===== src/sv/ghpf_pkg.sv =====
package ghpf_pkg;

    localparam int CoordW   = 31;   // fix coordinates
    localparam int DeltaW   = 32;   // displacement
    localparam int SqW      = 64;   // squared distance
    localparam int CordW    = 35;   // CORDIC x/y, covers the gain on a 2^31 vector
    localparam int AngW     = 25;   // angle in 1/256 centidegree
    localparam int HeadW    = 16;
    localparam int SpeedW   = 16;
    localparam int LimW     = 15;
    localparam int TravelW  = 16;
    localparam int CfgIdxW  = 2;
    localparam int CfgDataW = 16;

    localparam int CordicSteps = 20;
    localparam int StepW       = $clog2(CordicSteps);

    localparam logic signed [AngW-1:0]  AngBase180 = AngW'(4608000);
    localparam logic        [CordW-1:0] NormLimit  = CordW'(64'd1 << 30);
    localparam logic        [14:0]      HeadMax    = 15'd18000;

    localparam logic [CfgIdxW-1:0] CFG_MIN_LINEAR_SPEED = 2'd0;
    localparam logic [CfgIdxW-1:0] CFG_MAX_TURN_RATE    = 2'd1;
    localparam logic [CfgIdxW-1:0] CFG_MIN_TRAVEL       = 2'd2;

    localparam logic [LimW-1:0]    MinSpeedReset  = 15'd200;
    localparam logic [LimW-1:0]    MaxRateReset   = 15'd100;
    localparam logic [TravelW-1:0] MinTravelReset = 16'd50;

    typedef enum logic [1:0] {
        MUL_DX     = 2'd0,
        MUL_DY     = 2'd1,
        MUL_TRAVEL = 2'd2
    } mul_sel_t;

    typedef struct packed {
        logic             capture;
        logic             store_fix;
        logic             ld_delta;
        logic             mul_en;
        mul_sel_t         mul_sel;
        logic             acc_load;
        logic             acc_add;
        logic             cordic_init;
        logic             norm_step;
        logic             rot_step;
        logic [StepW-1:0] step;
        logic             load_out;
    } cmd_t;

    typedef struct packed {
        logic gate_ok;
        logic prev_valid;
        logic d2_gt;
        logic norm_done;
        logic out_busy;
    } sts_t;

    // atan(2^-i) in 1/256 centidegree
    function automatic logic [20:0] atan_step(input logic [StepW-1:0] i);
        logic [20:0] v;
        case (i)
            5'd0:    v = 21'd1152000;
            5'd1:    v = 21'd680065;
            5'd2:    v = 21'd359328;
            5'd3:    v = 21'd182400;
            5'd4:    v = 21'd91554;
            5'd5:    v = 21'd45822;
            5'd6:    v = 21'd22916;
            5'd7:    v = 21'd11459;
            5'd8:    v = 21'd5730;
            5'd9:    v = 21'd2865;
            5'd10:   v = 21'd1432;
            5'd11:   v = 21'd716;
            5'd12:   v = 21'd358;
            5'd13:   v = 21'd179;
            5'd14:   v = 21'd90;
            5'd15:   v = 21'd45;
            5'd16:   v = 21'd22;
            5'd17:   v = 21'd11;
            5'd18:   v = 21'd6;
            5'd19:   v = 21'd3;
            default: v = 21'd0;
        endcase
        return v;
    endfunction

endpackage


===== src/sv/ghpf_ctrl.sv =====
module ghpf_ctrl
    import ghpf_pkg::*;
(
    input  logic clk,
    input  logic rst_n,
    input  logic in_valid,
    output logic in_stall,
    input  logic func,
    input  sts_t sts,
    output cmd_t cmd
);

    typedef enum logic [9:0] {
        S_IDLE  = 10'b0000000001,
        S_CHECK = 10'b0000000010,
        S_SQX   = 10'b0000000100,
        S_SQY   = 10'b0000001000,
        S_SQT   = 10'b0000010000,
        S_CMP   = 10'b0000100000,
        S_INIT  = 10'b0001000000,
        S_NORM  = 10'b0010000000,
        S_ROT   = 10'b0100000000,
        S_OUT   = 10'b1000000000
    } state_t;

    state_t           state_reg, state_next;
    logic [StepW-1:0] step_reg, step_next;
    logic             accept;

    assign in_stall = (state_reg != S_IDLE);
    assign accept   = in_valid && (state_reg == S_IDLE);

    always_comb
    begin
        state_next      = state_reg;
        step_next       = step_reg;
        cmd             = '0;
        cmd.mul_sel     = MUL_DX;
        cmd.step        = step_reg;
        case (state_reg)
            S_IDLE:
            begin
                cmd.capture = accept;
                if (accept && func)
                    state_next = S_CHECK;
            end
            S_CHECK:
            begin
                if (!sts.gate_ok)
                    state_next = S_IDLE;
                else if (!sts.prev_valid)
                begin
                    cmd.store_fix = 1'b1;
                    state_next    = S_IDLE;
                end
                else
                begin
                    cmd.store_fix = 1'b1;
                    cmd.ld_delta  = 1'b1;
                    state_next    = S_SQX;
                end
            end
            S_SQX:
            begin
                cmd.mul_en  = 1'b1;
                cmd.mul_sel = MUL_DX;
                state_next  = S_SQY;
            end
            S_SQY:
            begin
                cmd.mul_en   = 1'b1;
                cmd.mul_sel  = MUL_DY;
                cmd.acc_load = 1'b1;
                state_next   = S_SQT;
            end
            S_SQT:
            begin
                cmd.mul_en  = 1'b1;
                cmd.mul_sel = MUL_TRAVEL;
                cmd.acc_add = 1'b1;
                state_next  = S_CMP;
            end
            S_CMP:
            begin
                state_next = sts.d2_gt ? S_INIT : S_IDLE;
            end
            S_INIT:
            begin
                cmd.cordic_init = 1'b1;
                state_next      = S_NORM;
            end
            S_NORM:
            begin
                if (sts.norm_done)
                begin
                    step_next  = '0;
                    state_next = S_ROT;
                end
                else
                    cmd.norm_step = 1'b1;
            end
            S_ROT:
            begin
                cmd.rot_step = 1'b1;
                if (step_reg == StepW'(CordicSteps - 1))
                    state_next = S_OUT;
                else
                    step_next = step_reg + 1'b1;
            end
            S_OUT:
            begin
                // hold until the output register can take the beat
                if (!sts.out_busy)
                begin
                    cmd.load_out = 1'b1;
                    state_next   = S_IDLE;
                end
            end
            default:
            begin
                state_next = S_IDLE;
            end
        endcase
    end

    always_ff @(posedge clk or negedge rst_n)
    begin
        if (!rst_n)
        begin
            state_reg <= S_IDLE;
            step_reg  <= '0;
        end
        else
        begin
            state_reg <= state_next;
            step_reg  <= step_next;
        end
    end

endmodule


===== config.mk =====
export PLATFORM = sky130hd
export DESIGN_NAME = ghpf_ctrl
export DESIGN_NICKNAME = d
export VERILOG_FILES = /design/src/sv/ghpf_pkg.sv /design/src/sv/ghpf_ctrl.sv
export SDC_FILE = /design/constraint.sdc
export NUM_CORES = 1
export LEC_CHECK = 0
export BUFFER_PORTS_ARGS = -buffer_cell sky130_fd_sc_hd__buf_2
export CAP_MARGIN = 30
export CORE_AREA = 2 2 51 53
export DETAILED_ROUTE_END_ITERATION = 16
export DIE_AREA = 0 0 53 55
export PLACE_DENSITY = 0.67
export SLEW_MARGIN = 20
export SYNTH_ARGS = -nofsm -noshare
export SYNTH_HDL_FRONTEND = slang
export SYNTH_SLANG_ARGS = --single-unit

===== constraint.sdc =====
create_clock -name clk -period 2 [get_ports clk]
set_clock_uncertainty 0.2 [all_clocks]
set_input_delay 0.2 -clock clk [delete_from_list [all_inputs] [get_ports clk]]
set_output_delay 0.2 -clock clk [all_outputs]
set_load 0.03 [all_outputs]

==> metrics.md, run 1 <==
| Metric | Value |
|---|---|
| Sequential element share of the synthesized area | 0.385 |
| Vias in the first global route | 935 |
| Synth unique cells | 40 |
| Asr flop ratio synth | 1.00 |
| Post-Layout Cell Count | 195 |
| Dominant synthesized flop cell | dfrtp_1 |
| Fillers | approximately 200 |
| Storage element area | 384 um2 |
| CP max FO | 6 |
| Die Ht | 55 um |
| DR vias/cell | roughly 5.2 |
| Final Max Slew Viols | 0 |
| Unrepaired setup endpoints after global routing | yes |
| Clock transition at path regs | 100 ps |
| Crit share post-route | 1.05 |
| Top-area cell type share of the netlist area | 0.358 |
| Final Hold Fails | 0 |
| Width of the chip | 53 um |
| WL/cell | 14.4 um |
| Largest net degree at the start of global routing | 16 |
| Most frequent cell after synthesis | nor2_1 |
| WL final | roughly 2800 um |
| Later-pin clock latency in the skew report | 290 ps |
| Initial antenna violation count | 0 |
| ANT nets after route | 0 |
| Ant diodes | 0 |
| Sw Pwr | 0.403 mW |
| Sw frac | 0.390 |
| Failing checks | setup timing |
| Multi-input gate area | 672 um2 |
| Post-route setup slack | -105 ps |
| Clock share of power | 0.182 |
| DR DRC count | 0 |
| Gr ovfl total | 0 |
| DPL Wire Length | roughly 1900 um |
| # placed instances | 170 |
| Pwr Total | 1.03 mW |
| Max FFs per register | 10 |
| Total Routing Usage GR | 0.205 |
| # IOs | 27 |
| Synth top cells by count | nor2_1 (20), dfrtp_1 (14), nand2_1 (8) |
| Outcome | finished, violations left |
| Pleak | approximately 0.73 nW |
| Logic pwr share | 0.453 |
| Critical setup path kind | flip-flop to flip-flop |
| CTS root buf | clkbuf_4 |
| Crit start category | flip-flop |
| IO buf count | 26 |
| Cell Area, Synth | roughly 1000 um2 |
| Cell taking the most area after synthesis | dfrtp_1 |
| Peak Freq | approximately 470 MHz |
| Area contributors post-synth | dfrtp_1 (36%), nor2_1 (7.7%), xor2_1 (4.5%), nand2_1 (3.1%), nor3b_1 (3.1%) |
| Layout cells sized above 1 | 0.545 |
| Data arrival, critical path | 2130 ps |
| Min Tclk post-route | 2110 ps |
| Max-Cap Viols | 0 |
| Syn Inst Count | 108 |
| Power Dens Cells | 662 nW/um2 |
| Worst slew pin tran | about 360 ps |
| Die area | 2920 um2 |
| Core Rows | 18 |
| Seq pwr share | 0.365 |
| Clock Path Buffers | 2 |
| CORE AREA | 2360 um2 |
| Post-synth EDFFs | 0 |
| Initial Util | 0.414 |
| Layout Utilization | 0.660 |
| # setup viols final | 9 |
| Post-synthesis net count | 118 |
| Slew HR | 0.760 |
| Final nets | 176 |
| Min-delay worst type | input pin to flip-flop |
| Synth-to-layout area growth | 59.5% |
| Avg Cell Area, Syn | 9.06 um2 |
| Vias | 1,020 |
| Htree depth | 1 |
| Int Pwr | 0.630 mW |
| CTS Buf Count | 3 |
| Placer congestion estimate | approximately 0.95 |
| Yosys Warn Count | 0 |
| #FFs+latches synth | 15 |
| DR iter-0 viols | 18 |
| Worst vdd ir | 0.476 mV |
| CP endpoint kind | flip-flop |
| CTS tree | done |
| CTS Sinks | 15 |
| First-pass GRT wire length | roughly 4300 um |
| CP required | slightly above 2000 ps |
| DRT Pass-1 Iters | 4 |
## path summary, 6_finish.rpt
check / cells after the start / endpoint / slack (ps) / from
hold / removal: 3 / state_reg[1]$_DFFE_PN0P_ / 70 / in_valid
min in group asynchronous: 2 / state_reg[4]$_DFFE_PN0P_ / 130 / rst_n
setup / recovery: 7 / state_reg[0]$_DFFE_PN1P_ / -110 / state_reg[7]$_DFFE_PN0P_
setup reg to reg: 7 / state_reg[0]$_DFFE_PN1P_ / -110 / state_reg[7]$_DFFE_PN0P_
max in group asynchronous: 2 / state_reg[0]$_DFFE_PN1P_ / 1160 / rst_n
hold reg to reg: 2 / step_reg[4]$_DFFE_PN0P_ / 380 / step_reg[4]$_DFFE_PN0P_
## power by group through the flow
stage	Clock, mW	Sequential, mW	Combinational (mW)
after floorplan	0	0.359	0.250
after global placement	0	0.371	0.316
after detailed placement	0	0.374	0.318
after CTS	0.196	0.376	0.420
after global routing	0.208	0.379	0.504
final	0.188	0.377	0.468
## kinds of logic (layout without fill, tap and decap cells)
logic type / Yosys count / count (layout) / synth area share
AOI/OAI and AO/OA: 13 / 13 / 0.0959
buffers and inverters: 9 / 66 / 0.0422
xor gates and xnor gates: 6 / 6 / 0.0537
muxes: 1 / 1 / 0.0115
adders and majority gates: 1 / 1 / 0.0128
DFF: 15 / 15 / 0.385
and+or+nand+nor: 63 / 63 / 0.399
## critical path: stages (launching register included)
cell and delay (ps):
dfrtp_2 490, buf_4 170, o21ai_0 200, o211ai_1 130, a2111oi_2 410, o21bai_1 160, a211oi_2 190, o32ai_1 90
## layer usage
layer	track usage	share of wire
met1	0.245	0.42
met3	0.0565	0.040
met5	0	0
met4	0.0897	0.032
met2	0.348	0.51
## cell type report
| class | instances | area share |
|---|---|---|
| Inverter | 5 | 0.0120 |
| Multi-Input combinational cell | 84 | 0.431 |
| Sequential cell | 15 | 0.246 |
| Clock inverter | 1 | 0.00481 |
| Tap cell | 30 | 0.0241 |
| Clock buffer | 3 | 0.0144 |
| Timing Repair Buffer | 57 | 0.268 |
## what timing repair did
item                       4_1_cts  5_1_grt
pin swaps                       10        4
setup endpoints to repair       11       16
hold endpoints to repair        18        0
gates resized for setup         30       13
gates cloned                     0        0
setup buffers                    7        8
hold buffers                     6        0
## layout by cell type (no fill, tap or decap), types with 2 or more instances in the layout
cell type	count
buf_6	4
nor2_4	4
dfrtp_1	8
dfrtp_2	6
nor3b_1	2
and4_4	2
nand4_1	2
nand2_1	7
dlygate4sd3_1	6
nor3b_2	2
nor3_4	2
o21ai_0	4
o21bai_1	2
xor2_1	5
buf_2	16
nor3_1	2
clkbuf_4	4
nand3b_1	2
inv_1	5
nor2_2	5
nor2b_1	3
nand4b_4	2
nor2_1	12
nand3_2	2
nand4b_1	2
buf_4	30
## per-stage QoR
stage / setup WS [ps] / cell area (um2) / TNS (ps) / hold WS (ps)
2_1_floorplan: -185 / 993 / -378 / -296
6_report: -105 / 1560 / -397 / 71.0
3_3_place_gp: 115 / 1210 / 0 / -67.8
5_1_grt: -194 / 1560 / -1390 / 93.4
3_5_place_dp: 83.2 / 1210 / 0 / -64.3
4_1_cts: -79.6 / 1460 / -464 / 53.1
Note: power is estimated with default switching activity, not from simulation.
==> run 2: changes to the inputs <==
--- a/config.mk
+++ b/config.mk
@@ -7,10 +7,10 @@
 export LEC_CHECK = 0
 export BUFFER_PORTS_ARGS = -buffer_cell sky130_fd_sc_hd__buf_2
 export CAP_MARGIN = 30
-export CORE_AREA = 2 2 51 53
+export CORE_AREA = 2 2 55 47
 export DETAILED_ROUTE_END_ITERATION = 16
-export DIE_AREA = 0 0 53 55
-export PLACE_DENSITY = 0.67
+export DIE_AREA = 0 0 57 49
+export PLACE_DENSITY = 0.71
 export SLEW_MARGIN = 20
 export SYNTH_ARGS = -nofsm -noshare
 export SYNTH_HDL_FRONTEND = slang
==> run 2 against run 1 <==
  * The run still ends with setup timing left
  * Design area is 5.0% higher
  * Final cell count grew 2.6%
  * Power increased by 7.1%
  * Hold slack improved by 52 ps
  * Largest power group unchanged
  * Global-route usage increased by 3.7 points
==> metrics.md, run 2 (same netlist as run 1, synthesis figures left out) <==
| Metric | Value |
|---|---|
| Outcome | finished, violations left |
| Failing checks | setup timing |
| Placer congestion estimate | 0.868 |
| WL final | 3700 um |
| Synth-to-layout area growth | 67.4% |
| Final Hold Fails | 0 |
| Final nets | 184 |
| Final Max Slew Viols | 0 |
| CTS Sinks | 15 |
| Initial Util | 0.429 |
| # setup viols final | 11 |
| Hold Path Cell Cnt | 4 |
| Unrepaired setup endpoints after global routing | yes |
| Multi-input gate area | 677 um2 |
| Slew HR | 0.762 |
| Htree depth | 1 |
| Total Neg Setup Slack | -906 ps |
| Later-pin clock latency in the skew report | 300 ps |
| First-pass GRT wire length | 5100 um |
| Commonest cells after routing, fill and taps aside | buf_4 (39), nor2_1 (15), buf_2 (14) |
| Layout Utilization | 0.718 |
| Largest net degree at the start of global routing | 16 |
| Crit share post-route | 1.06 |
| Depth of the most critical reg-to-reg path | 8 |
| Crit start category | flip-flop |
| CP endpoint kind | output pin |
| Die Ht | 49 um |
| Min-delay worst type | input pin to flip-flop |
| # IOs | 27 |
| Power Dens Cells | 676 nW/um2 |
| IO buf count | 26 |
| DR DRC count | 0 |
| Max-Cap Viols | 0 |
| Vias in the first global route | ~1,100 |
| DR vias/cell | between 5 and 6 |
| CP required | 1600 ps |
| Vias | between 1,000 and 1,500 |
| Storage element area | 382 um2 |
| Most common cell after layout, fill and taps aside | buf_4 |
| Total Routing Usage GR | 0.242 |
| Min Tclk post-route | approximately 2100 ps |
| DR iter-0 viols | 32 |
| Placed Instance Area | 1200 um2 |
| Worst vdd ir | 0.797 mV |
| Core Rows | 16 |
| Gr ovfl total | 0 |
| ANT nets after route | 0 |
| Initial antenna violation count | 0 |
| DPL Wire Length | 1740 um |
| Post-route setup slack | -125 ps |
| Width of the chip | 57 um |
| Max FFs per register | 10 |
| Data arrival, critical path | roughly 1700 ps |
| Clock transition at path regs | 110 ps |
| CTS tree | done |
| CP max FO | 5 |
| CORE AREA | roughly 2300 um2 |
| Worst slew pin tran | 357 ps |
| Fillers | ~160 |
| WL/cell | roughly 19 um |
| Die area | about 2800 um2 |
| Clock Path Buffers | 2 |
| Ant diodes | 0 |
| CTS Buf Count | 3 |
| CTS root buf | clkbuf_4 |
| # placed instances | 166 |
| Post-Layout Cell Count | 200 |
| Fin area | 1640 um2 |
| Peak Freq | approximately 470 MHz |
| Layout cells sized above 1 | 0.526 |
| DRT Pass-1 Iters | 4 |
| Critical setup path kind | flip-flop to output pin |
| Pleak | between 0.7 and 0.8 nW |
run 2: cell count changes in the layout (fill, tap and decap cells not counted), sizes merged:
cell / delta
buf: +9
clkbuf: -1
clkinv: +1
clkinvlp: -1
run 2: worst paths after layout:
path	start	end	slack, ps
max reg2reg	state_reg[2]$_DFFE_PN0P_	state_reg[0]$_DFFE_PN1P_	0
min in group asynchronous	rst_n	state_reg[2]$_DFFE_PN0P_	130
min reg2reg	step_reg[4]$_DFFE_PN0P_	step_reg[4]$_DFFE_PN0P_	380
min	sts[1]	state_reg[0]$_DFFE_PN1P_	120
max	state_reg[8]$_DFFE_PN0P_	cmd[11]	-120
max in group asynchronous	rst_n	state_reg[0]$_DFFE_PN1P_	1160
run 2: cell type report:
| type | instances | share of cell area |
|---|---|---|
| clock buffer | 3 | 0.0138 |
| clock inverter | 1 | 0.00306 |
| inverter | 5 | 0.0115 |
| multi-input combinational | 84 | 0.413 |
| sequential | 15 | 0.233 |
| tap | 27 | 0.0206 |
| timing repair buffer | 65 | 0.305 |
run 2: per-layer routing:
layer / GRT usage / wire length (um) / vias up
li1: - / - / 513
met1: 0.304 / 1440 / 570
met2: 0.381 / 1840 / 81
met3: 0.0451 / 335 / 8
met4: 0.151 / 92 / 0
met5: 0 / 0 / -
run 2: worst max-delay path, stage by stage, from the launching register on:
cell	delay, ps
dfrtp_1	430
nor3_4	240
and3b_2	310
nand2_4	90
nor3b_2	180
buf_4	180
run 2: repair_timing:
action / CTS / global route
hold endpoints to repair: 18 / 1
setup endpoints to repair: 13 / 18
hold buffers: 5 / 1
pin swaps: 9 / 11
buffers inserted: 12 / 12
gates resized for setup: 29 / 16
run 2: power by group:
group,total (mW),switching (mW),internal (mW)
sequential,0.379,0.0486,0.331
clock,0.193,0.118,0.0745
combinational,0.534,0.280,0.254
run 2: per-stage QoR:
step	worst slack, ps	power [mW]	hold slack (ps)
3_5_place_dp	94.1	0.689	-74.9
6_report	-125	1.11	123
4_1_cts	-47.5	0.987	1.36
5_1_grt	-181	1.15	134
2_1_floorplan	-185	0.609	-296
3_3_place_gp	133	0.680	-76.7
